## config.mk

```make
export PLATFORM = sky130hd
export DESIGN_NAME = ajb_ctrl
export DESIGN_NICKNAME = d
export VERILOG_FILES = /design/src/hw/rtl/ajb_pkg.sv /design/src/hw/rtl/ajb_ctrl.sv
export SDC_FILE = /design/constraint.sdc
export NUM_CORES = 1
export LEC_CHECK = 0
export BUFFER_PORTS_ARGS = -buffer_cell sky130_fd_sc_hd__buf_2
export CAP_MARGIN = 10
export CORE_MARGIN = 5
export CORE_UTILIZATION = 30
export DETAILED_ROUTE_END_ITERATION = 10
export PLACE_DENSITY = 0.67
export SKIP_CTS_REPAIR_TIMING = 1
export SLEW_MARGIN = 20
export SYNTH_ARGS = -nofsm -noshare
export SYNTH_HDL_FRONTEND = slang
export SYNTH_SLANG_ARGS = --single-unit
export TNS_END_PERCENT = 5
```

## constraint.sdc

```tcl
create_clock -name clk -period 2.3 [get_ports clk]
set_input_delay 0.115 -clock clk [delete_from_list [all_inputs] [get_ports clk]]
set_output_delay 0.115 -clock clk [all_outputs]
set_load 0.005 [all_outputs]
```

## src/hw/rtl/ajb_pkg.sv

```systemverilog
package ajb_pkg;

	// Get outcome codes
	localparam logic [1:0] OUTC_EMPTY = 2'd0;
	localparam logic [1:0] OUTC_BELOW = 2'd1;
	localparam logic [1:0] OUTC_PLAY  = 2'd2;
	localparam logic [1:0] OUTC_SKIP  = 2'd3;

	// Field widths
	localparam int SEQ_W = 32;
	localparam int SMP_W = 16;
	localparam int LEN_W = 7;
	localparam int CNT_W = 32;
	localparam int MIN_W = 8;

	// Commands from controller to datapath
	typedef struct packed {
		logic accept;
		logic close;
		logic scan_clr;
		logic scan_rd;
		logic put_dec;
		logic copy_rd;
		logic stg_clr;
		logic get_silence;
		logic get_dec;
		logic get_len;
		logic emit_ld;
	} ajb_cmd_t;

	// Status from datapath to controller
	typedef struct packed {
		logic put_late;
		logic scan_issued;
		logic scan_done;
		logic discard;
		logic copy_done;
		logic copy_issued;
		logic play;
		logic out_free;
		logic emit_last;
		logic is_get;
	} ajb_stat_t;

endpackage

```

## src/hw/rtl/ajb_ctrl.sv

```systemverilog
module ajb_ctrl (
	input  logic              clk,
	input  logic              arst_n,
	input  logic              in_valid,
	input  logic              req_type,
	input  logic              last_sample,
	output logic              in_stall,
	input  ajb_pkg::ajb_stat_t stat,
	output ajb_pkg::ajb_cmd_t  cmd
);
	import ajb_pkg::*;

	typedef enum logic [3:0] {
		S_IDLE, S_CLOSE, S_SCAN, S_PUT_DEC, S_COPY,
		S_GET, S_GET_DEC, S_LEN, S_EMIT_RD, S_EMIT_LD
	} state_t;

	state_t state_q, state_d;

	assign in_stall = (state_q != S_IDLE);

	// Decode commands and next state
	always_comb begin
		cmd = '0;
		state_d = state_q;
		unique case (state_q)
			S_IDLE: begin
				if (in_valid) begin
					cmd.accept = 1'b1;
					if (req_type) state_d = S_GET;
					else if (last_sample) state_d = S_CLOSE;
				end
			end
			S_CLOSE: begin
				cmd.close = 1'b1;
				if (stat.put_late) begin
					cmd.stg_clr = 1'b1;
					state_d = S_IDLE;
				end else begin
					cmd.scan_clr = 1'b1;
					state_d = S_SCAN;
				end
			end
			S_SCAN: begin
				cmd.scan_rd = !stat.scan_issued;
				if (stat.scan_done) state_d = stat.is_get ? S_GET_DEC : S_PUT_DEC;
			end
			S_PUT_DEC: begin
				cmd.put_dec = 1'b1;
				if (stat.discard) begin
					cmd.stg_clr = 1'b1;
					state_d = S_IDLE;
				end else begin
					state_d = S_COPY;
				end
			end
			S_COPY: begin
				cmd.copy_rd = !stat.copy_issued;
				if (stat.copy_done) begin
					cmd.stg_clr = 1'b1;
					state_d = S_IDLE;
				end
			end
			S_GET: begin
				if (stat.play) begin
					cmd.scan_clr = 1'b1;
					state_d = S_SCAN;
				end else begin
					cmd.get_silence = 1'b1;
					state_d = S_EMIT_RD;
				end
			end
			S_GET_DEC: begin
				cmd.get_dec = 1'b1;
				state_d = S_LEN;
			end
			S_LEN: begin
				cmd.get_len = 1'b1;
				state_d = S_EMIT_RD;
			end
			S_EMIT_RD: begin
				state_d = S_EMIT_LD;
			end
			S_EMIT_LD: begin
				if (stat.out_free) begin
					cmd.emit_ld = 1'b1;
					state_d = stat.emit_last ? S_IDLE : S_EMIT_RD;
				end
			end
			default: state_d = S_IDLE;
		endcase
	end

	// Hold state
	always_ff @(posedge clk or negedge arst_n) begin
		if (!arst_n) begin
			state_q <= S_IDLE;
		end else begin
			state_q <= state_d;
		end
	end

endmodule

```

# [Word-level counts from Yosys, hierarchy flattened]
# Index checks and enable logic that the tools add are counted.
# Widths: inputs -> output; s select.
[totals] in_bits=15 elab_cells=51 output_inout_bits=12 ff_bits=4
[op_classes] eq_ne=14 reduce_logical=5 n_mux=31
[op_table] op="$pmux 4 s10" n=1
[op_table] op="$mux 4" n=8
[op_table] op="$mux 1" n=17
[op_table] op="$eq 4x3->1 const B" n=4
[op_table] op="$eq 4x2->1 const B" n=2
[op_table] op="$eq 4x4->1 const B" n=2
[op_table] op="$ne 2x2->1 const B" n=4
[op_table] op="$mux 3" n=2
[op_table] op="$reduce_and 5->1" n=1
[op_table] op="$eq 4x1->1 const B" n=1
[op_table] op="$logic_not 4->1" n=1
[op_table] op="$reduce_bool 4->1" n=1
[op_table] op="$ne 3x3->1 const B" n=1
[op_table] op="$pmux 1 s3" n=1
[op_table] op="$logic_not 1->1" n=2
[op_table] op="$mux 2" n=1
[op_table] op="$pmux 1 s2" n=1

# [Longest topological paths before layout]
# Gate-level depths: netlist (run 1).
[depth] ltp_word=4 depth_mapped=5 ltp_nobuf=4

# [Worst setup path after synthesis (run 1)]
# OpenSTA, ideal clock, no wires.
[synth_path] path_type="flip-flop to flip-flop" startpoint="register state_q[1]" endpoint="register state_q[2]" t_arrival_ns=1.088 setup_ns=0.101 period_less_slack_ns=1.189 path_stages_with_launch=6 slack_ns=1.111 t_required_ns=2.199 n_path_buf=1 cell_sequence="dfrtp_1 -> buf_6 -> o21ai_1 -> o31a_1 -> o32ai_2 -> o32ai_1"
[synth_via] elab_chain_cells=3 elab_cells_between_ends=17 classes_between="eq/ne (14); mux (1); reduce/logical (2)"
[synth_lines] element="from (decl)" line_no="ajb_ctrl.sv:18" text="state_t state_q, state_d;"
[synth_lines] element="from (signal assigned)" line_no="ajb_ctrl.sv:99" text="state_q <= state_d;"
[synth_lines] element="$eq 4x2->1, or another cell as far along" line_no="ajb_ctrl.sv:26" text="unique case (state_q)"
[synth_lines] element="$ne 2x2->1 (no source line) or $ne 3x3->1 (tied branches)"
[synth_lines] element="$reduce_and 5->1 (no source line)"
# Several ways; a longest one is shown, not always the timed one.
# A chain may end at the register's enable or synchronous reset.

==> results of run 1 <==
-- cell usage after synthesis --
cell type	count	area share
sky130_fd_sc_hd__buf_6	3	0.075
sky130_fd_sc_hd__dfrtp_1	4	0.22
sky130_fd_sc_hd__nand4_1	1	0.014
sky130_fd_sc_hd__nand2_1	3	0.025
sky130_fd_sc_hd__or2b_2	1	0.019
sky130_fd_sc_hd__a32o_1	1	0.022
sky130_fd_sc_hd__or2b_1	2	0.033
sky130_fd_sc_hd__o31a_1	1	0.019
sky130_fd_sc_hd__and3_2	1	0.017
sky130_fd_sc_hd__nor2_4	1	0.025
sky130_fd_sc_hd__inv_1	3	0.025
sky130_fd_sc_hd__and3_1	1	0.014
sky130_fd_sc_hd__nor2b_1	1	0.014
sky130_fd_sc_hd__nor3_1	6	0.067
sky130_fd_sc_hd__nor3b_1	1	0.017
sky130_fd_sc_hd__nand3b_1	2	0.033
sky130_fd_sc_hd__nor2_1	10	0.083
sky130_fd_sc_hd__o21ai_0	2	0.022
sky130_fd_sc_hd__o21ai_1	1	0.011
sky130_fd_sc_hd__nand3_1	1	0.011
sky130_fd_sc_hd__o32ai_1	2	0.039
sky130_fd_sc_hd__nand2b_1	1	0.014
sky130_fd_sc_hd__nor4_1	1	0.014
sky130_fd_sc_hd__clkbuf_8	1	0.031
sky130_fd_sc_hd__a41oi_1	1	0.019
sky130_fd_sc_hd__a21oi_1	5	0.056
sky130_fd_sc_hd__o211a_1	1	0.022
sky130_fd_sc_hd__o32ai_2	1	0.036
-- worst min path at each step --
stage	startpoint	to	slack (ns)	depth (start not counted)
2_1_floorplan	arst_n	state_q[0]	-0.18	0
3_3_place_gp	arst_n	state_q[3]	-0.08	1
3_5_place_dp	arst_n	state_q[3]	-0.08	1
4_1_cts	arst_n	state_q[1]	-0.33	1
5_1_grt	stat[2]	state_q[0]	0.10	2
6_report	stat[2]	state_q[0]	0.1	2
-- layer usage --
layer,part of all wire,track usage,up-vias
met5,0,0,-
met4,0,0.0135,0
met3,0.11,0.0706,0
met2,0.48,0.189,25
met1,0.41,0.132,245
li1,-,-,268
-- worst register-to-register path: stages, from the launching register on --
cell                      delay (ns)
sky130_fd_sc_hd__dfrtp_1        0.62
sky130_fd_sc_hd__nor3b_1        0.24
sky130_fd_sc_hd__a21oi_1        0.08
sky130_fd_sc_hd__o32ai_2        0.30
sky130_fd_sc_hd__o32ai_1        0.15
-- report_power, final --
part	total [mW]	internal [mW]	leakage (nW)	switching, mW
clock	0.0865	0.0583	0.0138	0.0282
sequential	0.195	0.0968	0.0525	0.0986
combinational	0.345	0.176	0.231	0.169
total	0.627	0.331	0.298	0.296
-- per-stage QoR --
| step | total power [mW] | utilization | setup slack, ns | cells | hold slack [ns] |
|---|---|---|---|---|---|
| 2_1_floorplan | 0.466 | - | 1.11 | 59 | -0.181 |
| 3_3_place_gp | 0.530 | 0.376 | 0.832 | 97 | -0.0779 |
| 3_5_place_dp | 0.541 | 0.376 | 0.745 | 97 | -0.0805 |
| 4_1_cts | 0.631 | 0.391 | 0.529 | 100 | -0.334 |
| 5_1_grt | 0.695 | 0.398 | 0.417 | 101 | 0.104 |
| 6_report | 0.627 | 0.398 | 0.537 | 101 | 0.0998 |
-- final cells by class --
cell class	instances	area, µm²
multi-input cells	48	292
clock buffers	3	22.5
flip-flops and latches	4	100
repair buffers	27	140
inverters	3	11.3
fillers	169	886
well taps	16	20.0
-- cells by family (layout without fill, tap and decap cells) --
kind of cell | count (synthesis) | count (layout)
AND/OR/NAND/NOR | 33 | 33
AO/OA/AOI/OAI | 15 | 15
buffers and inverters | 7 | 33
flip-flops | 4 | 4
==> results by stage, run 1 <==
Status:
- The flow ran to the end, and the final reports show no timing, DRC or antenna violations.

GRT:
- The number of antenna violations at the first check in global routing was 0.
- After global routing the overflow that remains totals 0.
- The maximum number of pins on one net before global-route repair is 16.
- The first-pass GRT wire length is 2190 µm.
- The total global-route track usage is 0.116.
- The number of global-route vias before repair came to 493.

Synth:
- After synthesis, the largest family of logic cells by area is simple AND/OR/NAND/NOR gates.
- The synthesized flop and latch total is 4.
- The adder-cell area share of the yosys netlist is 0.
- The number of distinct standard cells referenced by the synthesized netlist is 28.
- The share of the yosys chip area belonging to registers is 0.222.
- The post-synthesis compound-gate area fraction was 0.247.
- In the synthesized netlist, the number of instances is 59.
- Of the total synthesized cell area, the portion taken by AND, OR, NAND and NOR gates is 0.400.
- The mux share of post-synthesis cell area is 0.
- A synthesized cell averages 7.63 µm².
- The synthesized cell area is 450 µm².
- Of the total synthesized cell area, the portion taken by XOR and XNOR cells is 0.
- When the netlist entered floorplanning its net count stood at 74.
- The Yosys step of the flow raised 0 warnings.

STA:
- The worst pin sits at a relative slew slack of 0.693.
- The final max-slew violation count is 0.
- The worst path needs 1.76 ns of the cycle, external delays included.
- The final setup TNS is 0 ns.
- At the pin with the least slew margin, the transition time is 0.460 ns.
- Setup violations remaining at the end of the flow were counted as 0.
- The number of hold-slack violations in the final timing report is 0.
- Clock skew on the completed layout was measured at 0.00768 ns.
- Setup repair after global routing left no endpoint under its margin.
- Timing would allow up to 0.567 GHz.
- The share of the clock period used by the worst path after layout is 0.766.

Placed design:
- Routability-driven placement finished with a final weighted congestion of 0.834.
- The half-perimeter wire length after placement is 1050 µm.
- After detailed placement, the total cell area comes to 553 µm².
- The count of port buffers added during placement is 26.

Setup path:
- Tracing the worst setup path back leads to its startpoint at state_q[2].
- The number of cells on the worst reg-to-reg path is 4.
- Counting both buffers and inverters, the worst setup path holds a total of 1.
- The data arrival time of the worst path is 1.65 ns.
- The slowest stage of the critical path belongs to the cell sky130_fd_sc_hd__dfrtp_1.
- In this run the worst setup path terminates at cmd[5].
- The worst reg2reg path startpoint is state_q[2].
- Of all nets on the critical path, the largest fanout is 15.
- The critical path is of the reg2out type.
- The depth of the critical timing path with buffers and inverters included is 4.
- STA classifies the critical path startpoint as a register.
- The category of cells accounting for the largest share of critical-path delay is simple AND/OR/NAND/NOR gates.
- The reg-to-reg critical path endpoint is state_q[2].
- The critical path goes through or2b_1, or2b_1, nor2_1, buf_2.
- The stage delay of the slowest cell on the critical path is 0.62 ns.
- The endpoint class of the critical path is a primary output.
- The most used cell along the critical path is sky130_fd_sc_hd__or2b_1.
- The worst register-to-register path has a setup slack of 0.77 ns.
- For the worst setup path, the data required time is 2.18 ns.

Finish:
- The largest registers in the layout are state_q: 4 flops.
- In the layout the commonest cells are sky130_fd_sc_hd__buf_2, sky130_fd_sc_hd__nor2_1, sky130_fd_sc_hd__nor3_1.
- The library cell used most frequently in the layout, excluding fill and tap cells, is sky130_fd_sc_hd__buf_2.
- The area growth from synthesis to layout is 30.0%.
- The register with the most flip-flops in the layout has 4 of them.
- The finished cells cover 586 µm².
- The fraction of final layout cells sized beyond drive strength 1 is 0.388.
- The number of antenna diodes in the final layout is 0.
- The final layout contains 102 nets.
- More flip-flops sit in one register than any other, and that register is state_q.

Drt:
- After detailed routing, the number of remaining DRC violations is 0.
- The final layout contains routed wiring with a total length of 1330 µm.
- The average wire per standard cell is 13.2 µm.
- The vias after detailed routing is 538.
- The detailed-routing iteration count for the pre-antenna-repair pass is 4.
- Once detail routing completed, the nets flagged for antenna violations numbered 0.
- In the routed layout, each cell is associated on average with a via count of 5.33.
- After the first detailed-routing iteration, the DRC count stood at 15.

CTS:
- Clock tree synthesis inserted a total of 3 buffers.
- The clock insertion delay at the later pin of the skew report is 0.24 ns.
- The maximum root-to-sink buffer count is 2.
- The TritonCTS clock tree is built.
- The tree is rooted in a sky130_fd_sc_hd__clkbuf_4.
- The number of sinks on the clock net is 4.
- The H-tree level count is 1.
- After clock tree synthesis, the clock-pin slew on the worst setup and hold paths is 0.04 ns.

Run:
- The max-capacitance violation count is 0.

Power:
- For this design the ratio of total power to cell area is 1070 nW/µm².
- The leakage power of the design is 0.298 nW.
- The largest voltage drop on the vdd net is 0.000660 V.

Die:
- During I/O placement, the number of pins put on the boundary was 27.
- The initialized floorplan defines 14 standard-cell rows.
- From bottom edge to top edge, the die measures 48.8 µm.
- The floorplan step defined a die boundary enclosing 2380 µm².
- For this configuration, the core starts out at a cell density of 0.306.
- The total area inside the core boundary comes to 1470 µm².
- The die is 48.8 µm wide.

Hold path:
- The type of the worst min-delay path is in2reg.
Note: power is estimated with default switching activity, not from simulation.
==> run 2: changes to the inputs <==
--- a/config.mk
+++ b/config.mk
@@ -5,12 +5,13 @@
 export SDC_FILE = /design/constraint.sdc
 export NUM_CORES = 1
 export LEC_CHECK = 0
+export ABC_AREA = 1
 export BUFFER_PORTS_ARGS = -buffer_cell sky130_fd_sc_hd__buf_2
 export CAP_MARGIN = 10
 export CORE_MARGIN = 5
 export CORE_UTILIZATION = 30
 export DETAILED_ROUTE_END_ITERATION = 10
-export PLACE_DENSITY = 0.67
+export PLACE_DENSITY = 0.68
 export SKIP_CTS_REPAIR_TIMING = 1
 export SLEW_MARGIN = 20
 export SYNTH_ARGS = -nofsm -noshare
==> constraint.sdc (replaced) <==
create_clock -name clk -period 1.7 [get_ports clk]
set_input_delay 0.085 -clock clk [delete_from_list [all_inputs] [get_ports clk]]
set_output_delay 0.085 -clock clk [all_outputs]
set_load 0.005 [all_outputs]
==> run 2 against run 1 <==
  * Die area decreased by 4.4%
  * Area after synthesis decreased by 5.6%
  * Utilization increased by 6.3 points
  * Global-route usage increased by 1.1 points
  * Hold slack improved by 0.055 ns
  * Register-to-register slack got worse by 0.31 ns
  * Clock skew decreased by 0.0040 ns
  * Final cell count increased by 18%
  * Clock power increased by 46%
  * Critical path depth increased by 2
  * Setup slack got worse by 0.36 ns
==> results by stage, run 2 <==
Status:
- The flow ran to the end, and the final reports show no timing, DRC or antenna violations.

Die:
- The total number of placement rows is 13 (-1).
- The floorplan die height is 47.7 µm (-2.2%).
- The initial core utilization is 0.323 (+0.0168).
- The I/O pin total is 27 (unchanged).
- The core area was 1320 µm² (-10%).
- The x dimension of the die came to 47.7 µm (-2.2%).
- The full die area came to 2270 µm² (-4.4%).

STA:
- The total setup violations reported at the end of the flow came to 0 (unchanged).
- The share of the clock period used by the worst path after layout is 0.894.
- The worst slew margin relative to its limit is 0.836 (+0.143).
- The slew at the pin with the worst max-slew slack came to 0.246 ns (-0.214 ns).
- For this run, the top clock speed supported by timing is 0.658 GHz.
- The shortest clock period the worst path allows after layout is 1.52 ns.
- The final max-slew violation count is 0 (unchanged).
- The final setup TNS came to 0 ns (unchanged).
- The clock skew came to 0.00371 ns (-0.00398 ns).
- Setup repair after global routing left no endpoint under its margin.
- The number of hold-slack violations in the final timing report came to 0 (unchanged).

Finish:
- The top cell types in the final layout, fill and taps aside, are sky130_fd_sc_hd__buf_2, sky130_fd_sc_hd__nand2_1, sky130_fd_sc_hd__nand3_1.
- The flip-flop count of the largest register after layout was 4 (unchanged).
- The top register by number of flip-flops is state_q.
- The area added between synthesis and finish is 42.6%.
- The fraction of final layout cells sized beyond drive strength 1 came to 0.433 (+0.0445).
- The fill cell instance count of the final layout came to 147 (-13%).
- The number of diodes added for antenna fixing is 0 (unchanged).
- The largest registers in the layout are state_q: 4 flops.
- The non-filler instance count after layout was 119 (+18%).
- The count of nets after finishing is 121 (+19%).
- Leaving out fill and tap cells, the most frequent cell in the layout is sky130_fd_sc_hd__buf_2.

Setup path:
- The reg-to-reg critical path endpoint is state_q[3].
- The stage delay of the slowest cell on the critical path came to 0.45 ns (-0.17 ns).
- The kind of start point of the critical path is a register.
- The highest fanout seen on the critical path is 5 (-10).
- The number of buffer and inverter stages on the critical path is 2 (+1).
- The slack of the worst reg-to-reg path was 0.46 ns (-0.31 ns).
- Traced cell by cell, the critical path runs through nor2_2, inv_2, nor2_2, nand2_1, o211ai_1, buf_2.
- The kind of critical path is reg2out.
- The most used cell along the critical path is sky130_fd_sc_hd__nor2_2.
- The data arrival time of the worst path is 1.43 ns (-0.22 ns).
- The end point of the critical path is cmd[4].
- The launch point of the worst path is state_q[3].
- The endpoint class of the critical path is a primary output.
- In this run the critical register-to-register path is launched from state_q[3].
- The largest individual stage delay along the critical path comes from the cell sky130_fd_sc_hd__dfrtp_1.
- The depth of the critical timing path with buffers and inverters included came to 6 (+2).
- In this design, the largest share of critical-path delay is due to simple AND/OR/NAND/NOR gates.
- The worst endpoint required time is 1.62 ns (-0.56 ns).
- The number of cells on the worst reg-to-reg path was 6 (+2).

CTS:
- The number of sinks on the clock net came to 4 (unchanged).
- Clock tree synthesis selected as its root buffer the cell sky130_fd_sc_hd__clkbuf_4.
- The maximum root-to-sink buffer count is 2 (unchanged).
- The clock input transition at the sequential cells of the worst setup and hold paths was 0.04 ns (about the same).
- TritonCTS built the clock tree.
- The CTS buffer count is 3 (unchanged).
- The H-tree level count came to 1 (unchanged).
- The clock insertion delay at the later pin of the skew report was 0.25 ns (about the same).

Synth:
- The share of flip-flops with an asynchronous set or reset after synthesis came to 1.00 (unchanged).
- The net count of the mapped netlist is 89 (+20%).
- The most used flip-flop cell after synthesis is sky130_fd_sc_hd__dfrtp_1.
- The synthesized flop and latch total is 4 (unchanged).
- The number of flops mapped to enable cells by yosys came to 0 (unchanged).
- The synthesized area per cell was 5.75 µm² (-25%).
- The synthesis warning total is 0 (unchanged).
- By instance count, the leading cell after synthesis is sky130_fd_sc_hd__nand2_1.
- The synthesized cell area is 425 µm² (-5.6%).
- The share of the yosys chip area belonging to registers is 0.235 (+0.0131).
- The number of distinct standard cells referenced by the synthesized netlist came to 12 (-57%).
- The proportion of netlist area held by the largest area contributor is 0.235 (+0.0131).
- In the post-synthesis netlist, the biggest area contributors are sky130_fd_sc_hd__dfrtp_1, sky130_fd_sc_hd__nand3_1, sky130_fd_sc_hd__nand2_1.
- The leading area contributor after synthesis is sky130_fd_sc_hd__dfrtp_1.
- The commonest cells after synthesis are sky130_fd_sc_hd__nand2_1, sky130_fd_sc_hd__nand3_1, sky130_fd_sc_hd__inv_1.
- The synthesized instance count is 74 (+25%).

GRT:
- The number of global-route vias before repair is 519 (+5.3%).
- The total global-route track usage came to 0.127 (+0.0109).
- The residual overflow from global routing was 0 (unchanged).
- The maximum number of pins on one net before global-route repair is 7 (-9).
- The first-pass GRT wire length is 2000 µm (-8.8%).
- The number of antenna violations at the first check in global routing came to 0 (unchanged).

Power:
- The leakage power of the design came to 0.395 nW (+33%).
- The part of the total power dissipated in combinational logic was 0.620 (+0.069).
- The power share of the clock group is 0.143 (+0.005).
- The internal power consumption is 0.427 mW (+29%).
- The switching power total is 0.452 mW (+53%).
- The switching portion of total power is 0.514 (+0.0423).
- The power density relative to cell area came to 1450 nW/µm² (+35%).
- The largest voltage drop on the vdd net is 0.000555 V (-16%).
- The proportion of power drawn by flip-flops and latches is 0.237 (-0.074).

Drt:
- The count of antenna-violating nets left after detailed routing was 0 (unchanged).
- The detailed-routing iteration count for the pre-antenna-repair pass is 5 (+1).
- The total wirelength of the detailed-routed design was 1210 µm (-9.5%).
- The average wire per standard cell is 10.1 µm (-23%).
- The number of remaining DRC errors is 0 (unchanged).
- The per-cell via count in the routed design is 4.61 (-13%).
- The violation count after the first detailed-routing iteration is 7 (-8).
- The vias after detailed routing came to 549 (+2.0%).

Placed design:
- The final weighted congestion in routability-driven placement is 0.780 (-6.5%).
- The number of placed instances with taps included came to 115 (+19%).
- The half-perimeter wire length after placement is 1020 µm (-3.1%).
- The count of port buffers added during placement came to 26 (unchanged).

Hold path:
- The type of the worst min-delay path is in2reg.

Run:
- The max-capacitance violation count is 0 (unchanged).
[run 2: changes by cell type after synthesis, moves of 3 or more]
cell	previous run	this run
sky130_fd_sc_hd__a21oi_1	5	0
sky130_fd_sc_hd__buf_6	3	0
sky130_fd_sc_hd__inv_1	3	11
sky130_fd_sc_hd__inv_2	0	6
sky130_fd_sc_hd__nand2_1	3	16
sky130_fd_sc_hd__nand3_1	1	14
sky130_fd_sc_hd__nor2_2	0	7
sky130_fd_sc_hd__nor3_1	6	0
[run 2: how the worst min path moves through the flow]
| stage | startpoint | cells past startpoint | end |
|---|---|---|---|
| 5_1_grt | stat[3] | 3 | state_q[1] |
| 6_report | stat[9] | 4 | state_q[1] |
| 4_1_cts | arst_n | 1 | state_q[1] |
| 3_3_place_gp | arst_n | 1 | state_q[1] |
| 2_1_floorplan | arst_n | 0 | state_q[0] |
| 3_5_place_dp | arst_n | 1 | state_q[2] |
[run 2: power by group through the flow]
| stage | sequential (mW) | combinational [mW] | clock (mW) |
|---|---|---|---|
| floorplan | 0.196 | 0.385 | 0 |
| detailed placement | 0.209 | 0.543 | 0 |
| global placement | 0.208 | 0.540 | 0 |
| CTS | 0.208 | 0.547 | 0.129 |
| finish | 0.208 | 0.545 | 0.126 |
| global route | 0.217 | 0.614 | 0.132 |
[run 2: cell families after synthesis]
group	synth area share
AO/OA/AOI/OAI	0.0294
buffers and inverters	0.150
flip-flops	0.235
AND/OR/NAND/NOR	0.585
[run 2: final cells by class]
class	count	area [µm²]	area share
multi-input cells	53	262	0.431
clock buffers	3	22.5	0.0371
inverters	17	63.8	0.105
well taps	15	18.8	0.0309
flip-flops and latches	4	100	0.165
repair buffers	27	140	0.231
[run 2: worst min-delay path: stages]
cell                      delay, ns
sky130_fd_sc_hd__buf_2         0.09
sky130_fd_sc_hd__inv_1         0.03
sky130_fd_sc_hd__nand2_1       0.08
sky130_fd_sc_hd__nand3_1       0.07
[run 2: through the flow]
step / instance area [µm²] / util / setup WS [ns] / power (mW) / hold slack (ns)
after floorplan: 425 / - / 0.564 / 0.581 / -0.211
after global placement: 574 / 0.436 / 0.484 / 0.748 / -0.106
after detailed placement: 574 / 0.436 / 0.443 / 0.752 / -0.107
after CTS: 597 / 0.453 / 0.188 / 0.884 / -0.370
after global routing: 607 / 0.461 / 0.0890 / 0.962 / 0.175
final: 607 / 0.461 / 0.180 / 0.879 / 0.155
[run 2: routing by layer]
layer / wire, µm / vias to the layer above / global-route usage
met2: 582 / 22 / 0.219
met1: 500 / 234 / 0.140
li1: - / 289 / -
met5: 0 / - / 0
met3: 81 / 4 / 0.0263
met4: 42 / 0 / 0.0806
==> run 3: changes to the inputs <==
--- a/config.mk
+++ b/config.mk
@@ -6,14 +6,13 @@
 export NUM_CORES = 1
 export LEC_CHECK = 0
 export ABC_AREA = 1
-export BUFFER_PORTS_ARGS = -buffer_cell sky130_fd_sc_hd__buf_2
+export BUFFER_PORTS_ARGS = -buffer_cell sky130_fd_sc_hd__buf_4
 export CAP_MARGIN = 10
 export CORE_MARGIN = 5
 export CORE_UTILIZATION = 30
 export DETAILED_ROUTE_END_ITERATION = 10
 export PLACE_DENSITY = 0.68
 export SKIP_CTS_REPAIR_TIMING = 1
-export SLEW_MARGIN = 20
 export SYNTH_ARGS = -nofsm -noshare
 export SYNTH_HDL_FRONTEND = slang
 export SYNTH_SLANG_ARGS = --single-unit
==> run 3 against run 2 <==
  * Routed wire length grew 3.2%
  * Sequential cell count is the same
  * Register-to-register slack is essentially flat
  * Non-clock buffer count is the same
  * Via count grew 2.4%
  * Final cell count is the same
  * Sequential power is essentially flat
  * Hold slack gained 0.0022 ns
  * Setup slack lost 0.0022 ns
  * Count of clock-buffer cells in the layout is the same
==> results by stage, run 3 (same netlist as run 2, synthesis figures left out) <==
STA:
- The final max-slew violation count is 0 (unchanged).
- Setup repair after global routing left no endpoint under its margin.
- The share of the clock period used by the worst path after layout is 0.895 (+0.00131).
- The highest clock frequency the design can meet was 0.657 GHz (-0.15%).
- The clock skew is 0.000817 ns (-0.00289 ns).
- The slew at the pin with the worst max-slew slack is 0.334 ns (+0.0885 ns).
- The shortest clock period the worst path allows after layout is 1.52 ns (+0.00223 ns).
- The number of hold-slack violations in the final timing report was 0 (unchanged).
- The final setup TNS came to 0 ns (unchanged).
- The total setup violations reported at the end of the flow came to 0 (unchanged).
- The worst slew margin relative to its limit is 0.775 (-0.0611).

Finish:
- The top cell types in the final layout, fill and taps aside, are sky130_fd_sc_hd__buf_4, sky130_fd_sc_hd__nand2_1, sky130_fd_sc_hd__nand3_1.
- The fraction of final layout cells sized beyond drive strength 1 is 0.433 (unchanged).
- The number of diodes added for antenna fixing came to 0 (unchanged).
- The top register by number of flip-flops is state_q.
- The area taken by multi-input logic gates came to 262 µm² (unchanged).
- The share of the core filled with cells is 0.510 (+0.0494).
- The non-filler instance count after layout is 119 (unchanged).
- The count of nets after finishing is 121 (unchanged).
- The fill cell instance count of the final layout is 148 (+0.68%).
- The area of all sequential standard cells is 100 µm² (unchanged).
- The design area came to 672 µm² (+11%).
- The flip-flop count of the largest register after layout is 4 (unchanged).
- The library cell used most frequently in the layout, excluding fill and tap cells, is sky130_fd_sc_hd__buf_4.
- The area added between synthesis and finish is 57.9%.
- In the final layout, the registers with the most flip-flops are state_q: 4 flops.

Setup path:
- The highest fanout seen on the critical path is 5 (unchanged).
- The kind of start point of the critical path is a register.
- The worst setup path is captured at a primary output.
- The number of cells on the worst reg-to-reg path is 6 (unchanged).
- The data arrival time of the worst path came to 1.44 ns (about the same).
- The reg-to-reg critical path endpoint is state_q[0].
- The kind of critical path is reg2out.
- The slack of the worst reg-to-reg path is 0.47 ns (about the same).
- The worst endpoint required time is 1.62 ns (about the same).
- The worst reg2reg path startpoint is state_q[1].

Die:
- The floorplan die height came to 47.7 µm (unchanged).
- The full die area is 2270 µm² (unchanged).
- The x dimension of the die is 47.7 µm (unchanged).
- The core area is 1320 µm² (unchanged).
- The total number of placement rows is 13 (unchanged).
- The I/O pin total is 27 (unchanged).
- The initial core utilization is 0.323 (unchanged).

CTS:
- The clock insertion delay at the later pin of the skew report is 0.24 ns (about the same).
- The maximum root-to-sink buffer count is 2 (unchanged).
- The CTS buffer count came to 3 (unchanged).
- The number of sinks on the clock net is 4 (unchanged).
- The H-tree level count is 1 (unchanged).
- Clock tree synthesis selected as its root buffer the cell sky130_fd_sc_hd__clkbuf_4.
- TritonCTS built the clock tree.
- The clock input transition at the sequential cells of the worst setup and hold paths was 0.04 ns (about the same).

Placed design:
- The count of port buffers added during placement is 26 (unchanged).
- The half-perimeter wire length after placement was 1060 µm (+3.4%).
- The number of placed instances with taps included is 115 (unchanged).
- The final weighted congestion in routability-driven placement came to 0.785 (+0.71%).
- The total cell area at the placement stage was 639 µm² (+11%).

Run:
- The max-capacitance violation count came to 0 (unchanged).

Power:
- The leakage power of the design is 0.409 nW (+3.4%).
- The power density relative to cell area is 1380 nW/µm² (-4.8%).
- The proportion of power drawn by flip-flops and latches was 0.225 (-0.012).
- The switching power total is 0.451 mW (-0.31%).
- The power share of the clock group is 0.130 (-0.013).
- The internal power consumption is 0.477 mW (+11%).
- The switching portion of total power is 0.486 (-0.0280).
- The largest voltage drop on the vdd net was 0.000782 V (+41%).
- The part of the total power dissipated in combinational logic was 0.645 (+0.025).

Hold path:
- The capture endpoint of the worst hold path is state_q[2].
- The startpoint of the lowest-slack hold path is stat[5].
- The type of the worst min-delay path is in2reg.
- The depth of the worst hold-timing path came to 4 (unchanged).

Drt:
- The per-cell via count in the routed design is 4.72 (+2.4%).
- The violation count after the first detailed-routing iteration came to 15 (+8).
- The total wirelength of the detailed-routed design is 1250 µm (+3.2%).
- The vias after detailed routing is 562 (+2.4%).
- The routed length on met3 was 115 µm (+42%).
- The detailed-routing wirelength on met1 came to 486 µm (-2.8%).
- The average wire per standard cell is 10.5 µm (+3.2%).
- The count of antenna-violating nets left after detailed routing is 0 (unchanged).
- The detailed-routing iteration count for the pre-antenna-repair pass is 5 (unchanged).
- The amount of wire on met2 after detailed routing came to 615 µm (+5.7%).
- In this run the top signal layer used is met4.
- The number of remaining DRC errors came to 0 (unchanged).

Status:
- The run finished with clean final reports.

GRT:
- The residual overflow from global routing came to 0 (unchanged).
- The maximum number of pins on one net before global-route repair is 7 (unchanged).
- The number of antenna violations at the first check in global routing is 0 (unchanged).
- The total global-route track usage is 0.126 (-0.000956).
- The first-pass GRT wire length is 1980 µm (-1.0%).
- The number of global-route vias before repair is 509 (-1.9%).
==> run 3: cell counts in the layout (fill, tap and decap cells not counted) <==
Identical to the previous run, type by type.
==> run 3: per-stage QoR <==
| stage | setup slack, ns | hold WS (ns) | power, mW |
|---|---|---|---|
| 2_1_floorplan | 0.564 | -0.211 | 0.581 |
| 3_3_place_gp | 0.468 | -0.117 | 0.805 |
| 3_5_place_dp | 0.428 | -0.117 | 0.812 |
| 4_1_cts | 0.173 | -0.368 | 0.937 |
| 5_1_grt | 0.0883 | 0.179 | 1.03 |
| 6_report | 0.178 | 0.157 | 0.927 |
==> run 3: how the worst max path moves through the flow <==
stage                     cells after the start       start  slack [ns]    endpoint
final                                         6  state_q[3]        0.18      cmd[4]
after global routing                          6  state_q[3]        0.09      cmd[4]
after CTS                                     6  state_q[3]        0.17      cmd[4]
after detailed placement                      6  state_q[3]        0.43      cmd[4]
after global placement                        6  state_q[3]        0.47      cmd[4]
after floorplan                               6  state_q[3]        0.56  state_q[3]
==> run 3: worst max-delay path, stage by stage (launching register included) <==
cell and delay (ns):
sky130_fd_sc_hd__dfrtp_1 0.45, sky130_fd_sc_hd__nor2_2 0.26, sky130_fd_sc_hd__inv_2 0.07, sky130_fd_sc_hd__nor2_2 0.14, sky130_fd_sc_hd__nand2_1 0.07, sky130_fd_sc_hd__o211ai_1 0.08
sky130_fd_sc_hd__buf_4 0.14
==> run 3: cell type report <==
type | instances | area share
sequential | 4 | 0.149
tap | 15 | 0.0279
multi-input combinational | 53 | 0.389
timing repair buffer | 27 | 0.305
inverter | 17 | 0.0950
clock buffer | 3 | 0.0335
==> run 3: per-layer routing <==
layer  track usage  vias up
met1         0.139      243
met3        0.0338        4
li1              -      290
met5             0        -
met4        0.0699        0
met2         0.217       25
==> run 3: power by group through the flow <==
stage	clock [mW]	combinational, mW	sequential [mW]
6_report	0.120	0.598	0.209
5_1_grt	0.133	0.678	0.214
4_1_cts	0.123	0.606	0.209
3_5_place_dp	0	0.603	0.209
3_3_place_gp	0	0.597	0.208
2_1_floorplan	0	0.385	0.196
